===== src/chunk_fill_lru_file_cache_macros.svh =====
// Assertion helpers for the LRU file cache.
`ifndef CHUNK_FILL_LRU_FILE_CACHE_MACROS_SVH
`define CHUNK_FILL_LRU_FILE_CACHE_MACROS_SVH
`ifndef SYNTHESIS
`define CFLC_ASSERT_NOW(label, clk, rstn, cond, msg) \
    label: assert property (@(posedge clk) disable iff (!rstn) (cond)) else $error(msg);
`define CFLC_ASSERT_IMPL(label, clk, rstn, ante, cons, msg) \
    label: assert property (@(posedge clk) disable iff (!rstn) (ante) |-> (cons)) \
        else $error(msg);
`else
`define CFLC_ASSERT_NOW(label, clk, rstn, cond, msg)
`define CFLC_ASSERT_IMPL(label, clk, rstn, ante, cons, msg)
`endif
`endif


===== src/cflc_pkg.sv =====
`timescale 1ns / 1ps
package cflc_pkg;
    localparam int SLOTS_DEF     = 64;
    localparam int CHUNK_MAX_DEF = 16;
    localparam int ID_W          = 32;
    localparam int KIND_W        = 3;
    localparam int SLOT_OUT_W    = 6;

    typedef enum logic [KIND_W-1:0] {
        KIND_HIT       = 3'd0,
        KIND_MISS      = 3'd1,
        KIND_EVICT     = 3'd2,
        KIND_ALLOC     = 3'd3,
        KIND_NOTHING   = 3'd4,
        KIND_TOO_LARGE = 3'd5
    } kind_t;

    typedef enum logic [2:0] {
        ST_IDLE   = 3'b001,
        ST_DECIDE = 3'b010,
        ST_WALK   = 3'b100
    } state_t;

    typedef struct packed {
        logic            cmp_en;
        logic            touch_en;
        logic            rotate_en;
        logic            alloc_en;
        logic [ID_W-1:0] cmp_id;
        logic [ID_W-1:0] wr_tag;
    } cell_ctrl_t;
endpackage


===== src/cflc_cell.sv =====
`timescale 1ns / 1ps
module cflc_cell import cflc_pkg::*; #(
    parameter int SW    = 6,
    parameter int INDEX = 0
) (
    input  logic            aclk,
    input  logic            aresetn,
    input  cell_ctrl_t      ctrl,
    input  logic [SW-1:0]   touch_slot,
    input  logic            pre_in,
    input  logic            left_valid,
    input  logic            right_valid,
    input  logic [SW-1:0]   right_slot,
    input  logic [ID_W-1:0] right_tag,
    output logic            pre_out,
    output logic            match,
    output logic            valid,
    output logic [SW-1:0]   slot,
    output logic [ID_W-1:0] tag
);
    logic            valid_reg, match_reg;
    logic [SW-1:0]   slot_reg;
    logic [ID_W-1:0] tag_reg;

    assign pre_out = pre_in | match_reg;
    assign match   = match_reg;
    assign valid   = valid_reg;
    assign slot    = slot_reg;
    assign tag     = tag_reg;

    always_ff @(posedge aclk) begin
        if (!aresetn) begin
            valid_reg <= 1'b0;
            match_reg <= 1'b0;
            slot_reg  <= SW'(INDEX);
        end else begin
            if (ctrl.cmp_en) begin
                match_reg <= valid_reg && (tag_reg == ctrl.cmp_id);
            end
            if (ctrl.touch_en && pre_out && valid_reg) begin
                // shift toward oldest; the newest position takes the touched slot
                if (right_valid) begin
                    slot_reg <= right_slot;
                end else begin
                    slot_reg <= touch_slot;
                end
            end else if (ctrl.rotate_en) begin
                slot_reg  <= right_slot;
                valid_reg <= right_valid;
            end else if (ctrl.alloc_en && !valid_reg && left_valid) begin
                valid_reg <= 1'b1;
            end
        end
    end

    always_ff @(posedge aclk) begin
        if (ctrl.touch_en && pre_out && valid_reg) begin
            tag_reg <= right_valid ? right_tag : ctrl.wr_tag;
        end else if (ctrl.rotate_en) begin
            tag_reg <= right_tag;
        end else if (ctrl.alloc_en && !valid_reg && left_valid) begin
            tag_reg <= ctrl.wr_tag;
        end
    end
endmodule


===== config.mk =====
export PLATFORM = sky130hd
export DESIGN_NAME = cflc_cell
export DESIGN_NICKNAME = d
export VERILOG_FILES = /design/src/chunk_fill_lru_file_cache_macros.svh /design/src/cflc_pkg.sv /design/src/cflc_cell.sv
export SDC_FILE = /design/constraint.sdc
export NUM_CORES = 1
export LEC_CHECK = 0
export ABC_AREA = 1
export BUFFER_PORTS_ARGS = -buffer_cell sky130_fd_sc_hd__buf_2
export CORE_MARGIN = 5
export CORE_UTILIZATION = 45
export DETAILED_ROUTE_END_ITERATION = 8
export HOLD_SLACK_MARGIN = 0.03
export PLACE_DENSITY = 0.8
export SETUP_SLACK_MARGIN = 0.5
export SYNTH_ARGS = -nofsm -noshare
export SYNTH_HDL_FRONTEND = slang
export SYNTH_SLANG_ARGS = --single-unit

===== constraint.sdc =====
create_clock -name aclk -period 2.6 [get_ports aclk]
set_input_delay 0.52 -clock aclk [delete_from_list [all_inputs] [get_ports aclk]]
set_output_delay 0.52 -clock aclk [all_outputs]
set_load 0.01 [all_outputs]

==> results of run 1 <==
[worst max path at each step]
stage                                   from                   end  slack [ps]
after global routing      match$_SDFFE_PN0P_  slot[2]$_SDFFE_PN0P_         690
after CTS                 match$_SDFFE_PN0P_     tag[15]$_DFFE_PP_         870
final                     match$_SDFFE_PN0P_     tag[19]$_DFFE_PP_         880
after floorplan                       pre_in      tag[0]$_DFFE_PP_         720
after detailed placement              pre_in     tag[15]$_DFFE_PP_         570
after global placement                pre_in     tag[15]$_DFFE_PP_         650
[routing by layer]
layer | track usage (%) | part of all wire [%] | vias to the layer above
met3 | 5.000 | 7.9 | 8
met4 | 3.790 | 0.94 | 0
met2 | 34.26 | 51 | 141
met1 | 22.34 | 40 | 1451
li1 | - | - | 1687
met5 | 0 | 0 | -
[stage by stage]
stage | hold WS (ps) | total power [mW] | setup slack [ps] | util, % | area, um^2
after floorplan | 487.4 | 1.091 | 723.4 | - | 2939
after global routing | 514.2 | 1.900 | 692.3 | 60.89 | 3866
after CTS | 482.1 | 1.811 | 867.6 | 60.89 | 3866
after global placement | 458.8 | 1.278 | 645.6 | 58.98 | 3745
final | 482.6 | 1.799 | 880.3 | 60.89 | 3866
after detailed placement | 469.7 | 1.300 | 571.3 | 58.98 | 3745
[placed cells by master (no fill, tap or decap)]
cell type,synthesis,final
o21ai_1,12,12
dfxtp_1,8,8
nand2_4,1,1
o21ai_0,53,53
xnor2_1,7,7
o22ai_1,1,1
buf_2,4,157
inv_2,4,5
buf_4,0,3
a21oi_1,7,7
inv_1,73,72
nor2_1,36,36
a311oi_1,1,1
xor2_1,2,2
nor3_1,6,6
o211ai_1,31,31
edfxtp_1,32,32
nand3_1,6,6
nor2_4,1,1
nand2_2,2,3
clkbuf_8,0,7
nand4_1,4,4
nand2_1,119,118
or2_2,3,3
nand3_2,1,1
clkbuf_16,0,1
nor3_2,1,1
[critical path, stage by stage, from the launching register on]
cell and delay, ps:
dfxtp_1 360, inv_2 50, nand2_2 60, nand3_2 100, nand2_4 80, inv_2 100
nand2_2 590
[cell usage after synthesis, types with 3 or more instances]
cell / n / share of area (%)
buf_2: 4 / 0.68
nand4_1: 4 / 0.85
nand2_1: 119 / 15
or2_2: 3 / 0.64
a21oi_1: 7 / 1.2
edfxtp_1: 32 / 33
xnor2_1: 7 / 2.1
nor3_1: 6 / 1.0
inv_2: 4 / 0.51
nor2_1: 36 / 4.6
o21ai_1: 12 / 2.0
clkbuf_1: 13 / 1.7
inv_1: 73 / 9.3
o211ai_1: 31 / 7.9
dfxtp_1: 8 / 5.5
nand3_1: 6 / 1.0
o21ai_0: 53 / 9.0
[cell type report]
type | instances | share of cell area [%]
Clock buffer | 8 | 3.139
Sequential cell | 40 | 29.00
Tap cell | 77 | 2.492
Inverter | 77 | 7.476
Multi-Input combinational cell | 294 | 36.99
Timing Repair Buffer | 160 | 20.91
[logic make-up after synthesis]
group | count (synthesis)
xor+xnor | 9
buf+inv | 98
simple gates | 180
flops | 40
compound gates | 105
[power groups by stage]
stage               Clock [mW]  Combinational (mW)  Sequential [mW]
floorplan                    0               0.241            0.850
global placement             0               0.455            0.824
detailed placement           0               0.475            0.826
CTS                      0.523               0.476            0.812
global route             0.549               0.532            0.820
finish                   0.516               0.473            0.811
==> flow_summary.json, run 1 <==
{
  "dr.pass1.iters": 4,
  "leakagePower_nw": 2.032,
  "ir_drop_uv": 227.7,
  "io_pins": 158,
  "p_seq_share_pct": 45.1,
  "root_buffer": "clkbuf_8",
  "antenna_found_initial": 0,
  "synthArstFlopShare_pct": 0,
  "yosysUniqueCellTypes": 27,
  "nFillCells": 615,
  "max_freq_mhz": 581.5,
  "slew_headroom_pct": 48.72,
  "status": "completed",
  "clockPowerShare_pct": 28.7,
  "netlist_area_um2": 2937,
  "maxCapViolCount": 0,
  "period_minus_slack_ps": 1720,
  "avgSynthCellArea_um2": 6.798,
  "fin_cells": 656,
  "numPortBuffers": 157,
  "synth-xor-area-share_pct": 2.684,
  "hold_viol_final": 0,
  "r2r_slack_ps": 880,
  "end_kind": "flop",
  "internal_power_mw": 1.278,
  "place_congestion": 0.7779,
  "critical_path.max_fanout": 32,
  "critPathLaunchType": "flop",
  "coreArea_um2": 6350,
  "synth_edf_count": 32,
  "synth_top_flop_cell": "edfxtp_1",
  "clock_skew_ps": 2.726,
  "synth_warnings": 0,
  "grt_pass1_vias": 3016,
  "worst_r2r_path_depth": 6,
  "min_from": "slot[3]$_SDFFE_PN0P_",
  "synth_fa_ha_area_share_pct": 0,
  "grt_pass1_wl_um": 13070,
  "finalSetupTns_ps": 0,
  "die_y_um": 90.78,
  "ys_seq_area_share_pct": 38.18,
  "syn_inst": 432,
  "cts_resized": 0,
  "dr.first_iter.drc_count": 170,
  "synth_compound_area_share_pct": 20.71,
  "setup_viol": 0,
  "diodes": 0,
  "drive_above_1_share_pct": 31.61,
  "whs_path_depth": 2,
  "via_per_inst": 5.011,
  "placed_cells": 648,
  "rsz0062_at_grt": "no",
  "holdPathEnd": "slot[3]$_SDFFE_PN0P_",
  "cts.clk_slew.worst_paths_ps": 80,
  "num_rows": 29,
  "arrival_ps": 1640,
  "drt_wl_total_um": 8281,
  "r2r_end": "tag[19]$_DFFE_PP_",
  "grt_max_degree": 65,
  "clock_path_buffers": 2,
  "grt_usage_pct": 18.90,
  "p_switching_mw": 0.5212,
  "final_antenna_net_count": 0,
  "tightest_slew_ps": 766.6,
  "clock_sinks": 40,
  "synth-seq-cells": 40,
  "multiInputGateArea_um2": 1430,
  "tritoncts": "built",
  "post-route-drc-count": 0,
  "slew_violations": 0,
  "dp_hpwl_um": 6547,
  "cts_setup_buffers": 0,
  "die-area_um2": 8241,
  "sw_frac_of_total_pct": 28.97,
  "final_nets": 695,
  "synthesis.nets": 549,
  "holdBufCountCts": 0,
  "hp-class": "flop to flop",
  "seqCellArea_um2": 1121,
  "fin_crit_sh_pct": 66.14,
  "via_count": 3287,
  "wire_per_inst_um": 12.62,
  "synthMuxAreaShare_pct": 0,
  "areaGrowthSynthToFinish_pct": 31.66,
  "path_class": "flop to flop",
  "initial_utilization_pct": 46.25,
  "insertion_delay_ps": 280,
  "largest_reg_flops": 32,
  "p_per_area_nw_per_um2": 465.4,
  "crit_required_ps": 2520,
  "die_w_um": 90.78,
  "htreeDepth": 2,
  "combPwrFrac_pct": 26.3,
  "cts_buffers": 5,
  "synth-simple-area-share_pct": 25.22,
  "grt_overflow": 0,
  "synth_top_family_by_area": "simple AND/OR/NAND/NOR gates",
  "reg2reg_from": "match$_SDFFE_PN0P_"
}
Power figures use the tool's default switching activity.
==> inputs of run 2 (changes only) <==
Clock period 2.6 ns to 1.7 ns, I/O delays scaled along.
==> run 2 against run 1 <==
Power is 55% higher. Combinational power is 79% higher. Register-to-register slack worse by 540 ps. Sequential cell count stayed put. Sequential power is 53% higher. Count of clock-buffer cells in the layout stayed put. Cell count is 3.0% higher. First-iteration DRC count is 14% lower. Fmax is 27% higher. Final area is 11% higher. Via count is 3.6% higher. Critical path depth is 1 higher. Critical path type unchanged. Highest routed layer unchanged.
==> flow_summary.json, run 2 (synthesis gave the netlist of run 1 again) <==
{
  "dr.first_iter.drc_count": 146,
  "insertion_delay_ps": 290,
  "hp-class": "primary input to flop",
  "grt_max_degree": 41,
  "drive_above_1_share_pct": 36.23,
  "num_rows": 29,
  "r2r_slack_ps": 340,
  "root_buffer": "clkbuf_8",
  "tightest_slew_ps": 284.1,
  "clock_path_buffers": 2,
  "grt_pass1_wl_um": 13770,
  "reg2reg_from": "match$_SDFFE_PN0P_",
  "rsz0062_at_grt": "yes",
  "crit_required_ps": 1840,
  "worst_r2r_path_depth": 7,
  "ir_drop_uv": 405.6,
  "diodes": 0,
  "dr.pass1.iters": 4,
  "final_common_cell": "buf_2",
  "hold_viol_final": 0,
  "fin_cells": 676,
  "cp-endpoint": "tag[17]$_DFFE_PP_",
  "via_per_inst": 5.037,
  "cts.clk_slew.worst_paths_ps": 80,
  "end_kind": "flop",
  "die-area_um2": 8241,
  "via_count": 3405,
  "p_per_area_nw_per_um2": 652.2,
  "critical_path.max_fanout": 20,
  "clock_sinks": 40,
  "cts_buffers": 5,
  "critPathBufInv": 4,
  "design_area_um2": 4277,
  "finalSetupTns_ps": 0,
  "slowest_delay_ps": 340,
  "place_area_um2": 3817,
  "die_y_um": 90.78,
  "status": "completed",
  "place_congestion": 0.8005,
  "tritoncts": "built",
  "slew_headroom_pct": 81.06,
  "final_antenna_net_count": 0,
  "pre_cts_slack_ps": 156.8,
  "maxCapViolCount": 0,
  "die_w_um": 90.78,
  "grt_overflow": 0,
  "critPathLaunch": "match$_SDFFE_PN0P_",
  "worst_slack_ps": 343.6,
  "crit_chain": "inv_2 > nand2_4 > nand3_4 > buf_4 > buf_6 > clkbuf_16 > o21ai_0",
  "timing.hold.ws_ps": 317.7,
  "fin_total_pwr_mw": 2.789,
  "nFillCells": 568,
  "fin_crit_sh_pct": 79.79,
  "r2r_end": "tag[17]$_DFFE_PP_",
  "areaGrowthSynthToFinish_pct": 45.63,
  "antenna_found_initial": 0,
  "final_cell_mix": "155 x buf_2, 118 x nand2_1, 71 x inv_1",
  "arrival_ps": 1500,
  "io_pins": 158,
  "grt_usage_pct": 19.93,
  "placed_cells": 651,
  "seqCellArea_um2": 1124,
  "critPathLaunchType": "flop",
  "worst-path-stages": 7,
  "final_nets": 715,
  "coreArea_um2": 6350,
  "dp_hpwl_um": 6564,
  "cp_slowest_cell": "dfxtp_2",
  "multiInputGateArea_um2": 1582,
  "wire_per_inst_um": 13.64,
  "numPortBuffers": 157,
  "period_minus_slack_ps": 1356,
  "clock_skew_ps": 3.877,
  "final_core_util_pct": 67.35,
  "slew_violations": 0,
  "grt_pass1_vias": 3133,
  "leakagePower_nw": 2.208,
  "crit_family": "buffers and inverters",
  "largest_reg_flops": 32,
  "htreeDepth": 2,
  "post-route-drc-count": 0,
  "drt_wl_total_um": 9218,
  "path_class": "flop to flop",
  "setup_viol": 0,
  "max_freq_mhz": 737.3,
  "initial_utilization_pct": 46.25
}
-- run 2: power by group --
group	internal (mW)	leakage (nW)	switching, mW
registers	1.18	0.383	0.0672
logic	0.387	1.77	0.461
clock network	0.371	0.0515	0.326
total	1.94	2.21	0.854
-- run 2: worst min-delay path: stages --
cell and delay, ps:
buf_2 80, or2_2 100, a21oi_1 50
-- run 2: worst min-delay path by stage --
| stage | from | to | slack, ps | cells after the start |
|---|---|---|---|---|
| floorplan | slot[3]$_SDFFE_PN0P_ | slot[3]$_SDFFE_PN0P_ | 490 | 2 |
| global placement | slot[3]$_SDFFE_PN0P_ | slot[3]$_SDFFE_PN0P_ | 450 | 2 |
| detailed placement | slot[2]$_SDFFE_PN0P_ | slot[2]$_SDFFE_PN0P_ | 470 | 2 |
| CTS | ctrl[67] | match$_SDFFE_PN0P_ | 310 | 3 |
| global route | ctrl[67] | match$_SDFFE_PN0P_ | 310 | 3 |
| finish | ctrl[67] | match$_SDFFE_PN0P_ | 320 | 3 |
-- run 2: layer usage --
| metal | vias up | global-route usage, % | routed length (um) |
|---|---|---|---|
| li1 | 1732 | - | - |
| met1 | 1543 | 23.25 | 3581 |
| met2 | 121 | 36.56 | 4847 |
| met3 | 9 | 5.583 | 719 |
| met4 | 0 | 3.423 | 69 |
| met5 | - | 0 | 0 |
-- run 2: repair_timing --
action,CTS,global route
cloned,3,5
setup buffers,2,7
resized for setup,22,32
setup endpoints to repair,100,103
pin swaps,8,6
hold buffers,0,0
-- run 2: cell type report --
type	count	area share (%)
timing repair inverter	2	0.5266
timing repair buffer	175	24.58
clock buffer	8	2.341
multi-input combinational	297	36.98
tap	77	2.253
inverter	77	7.051
sequential	40	26.27
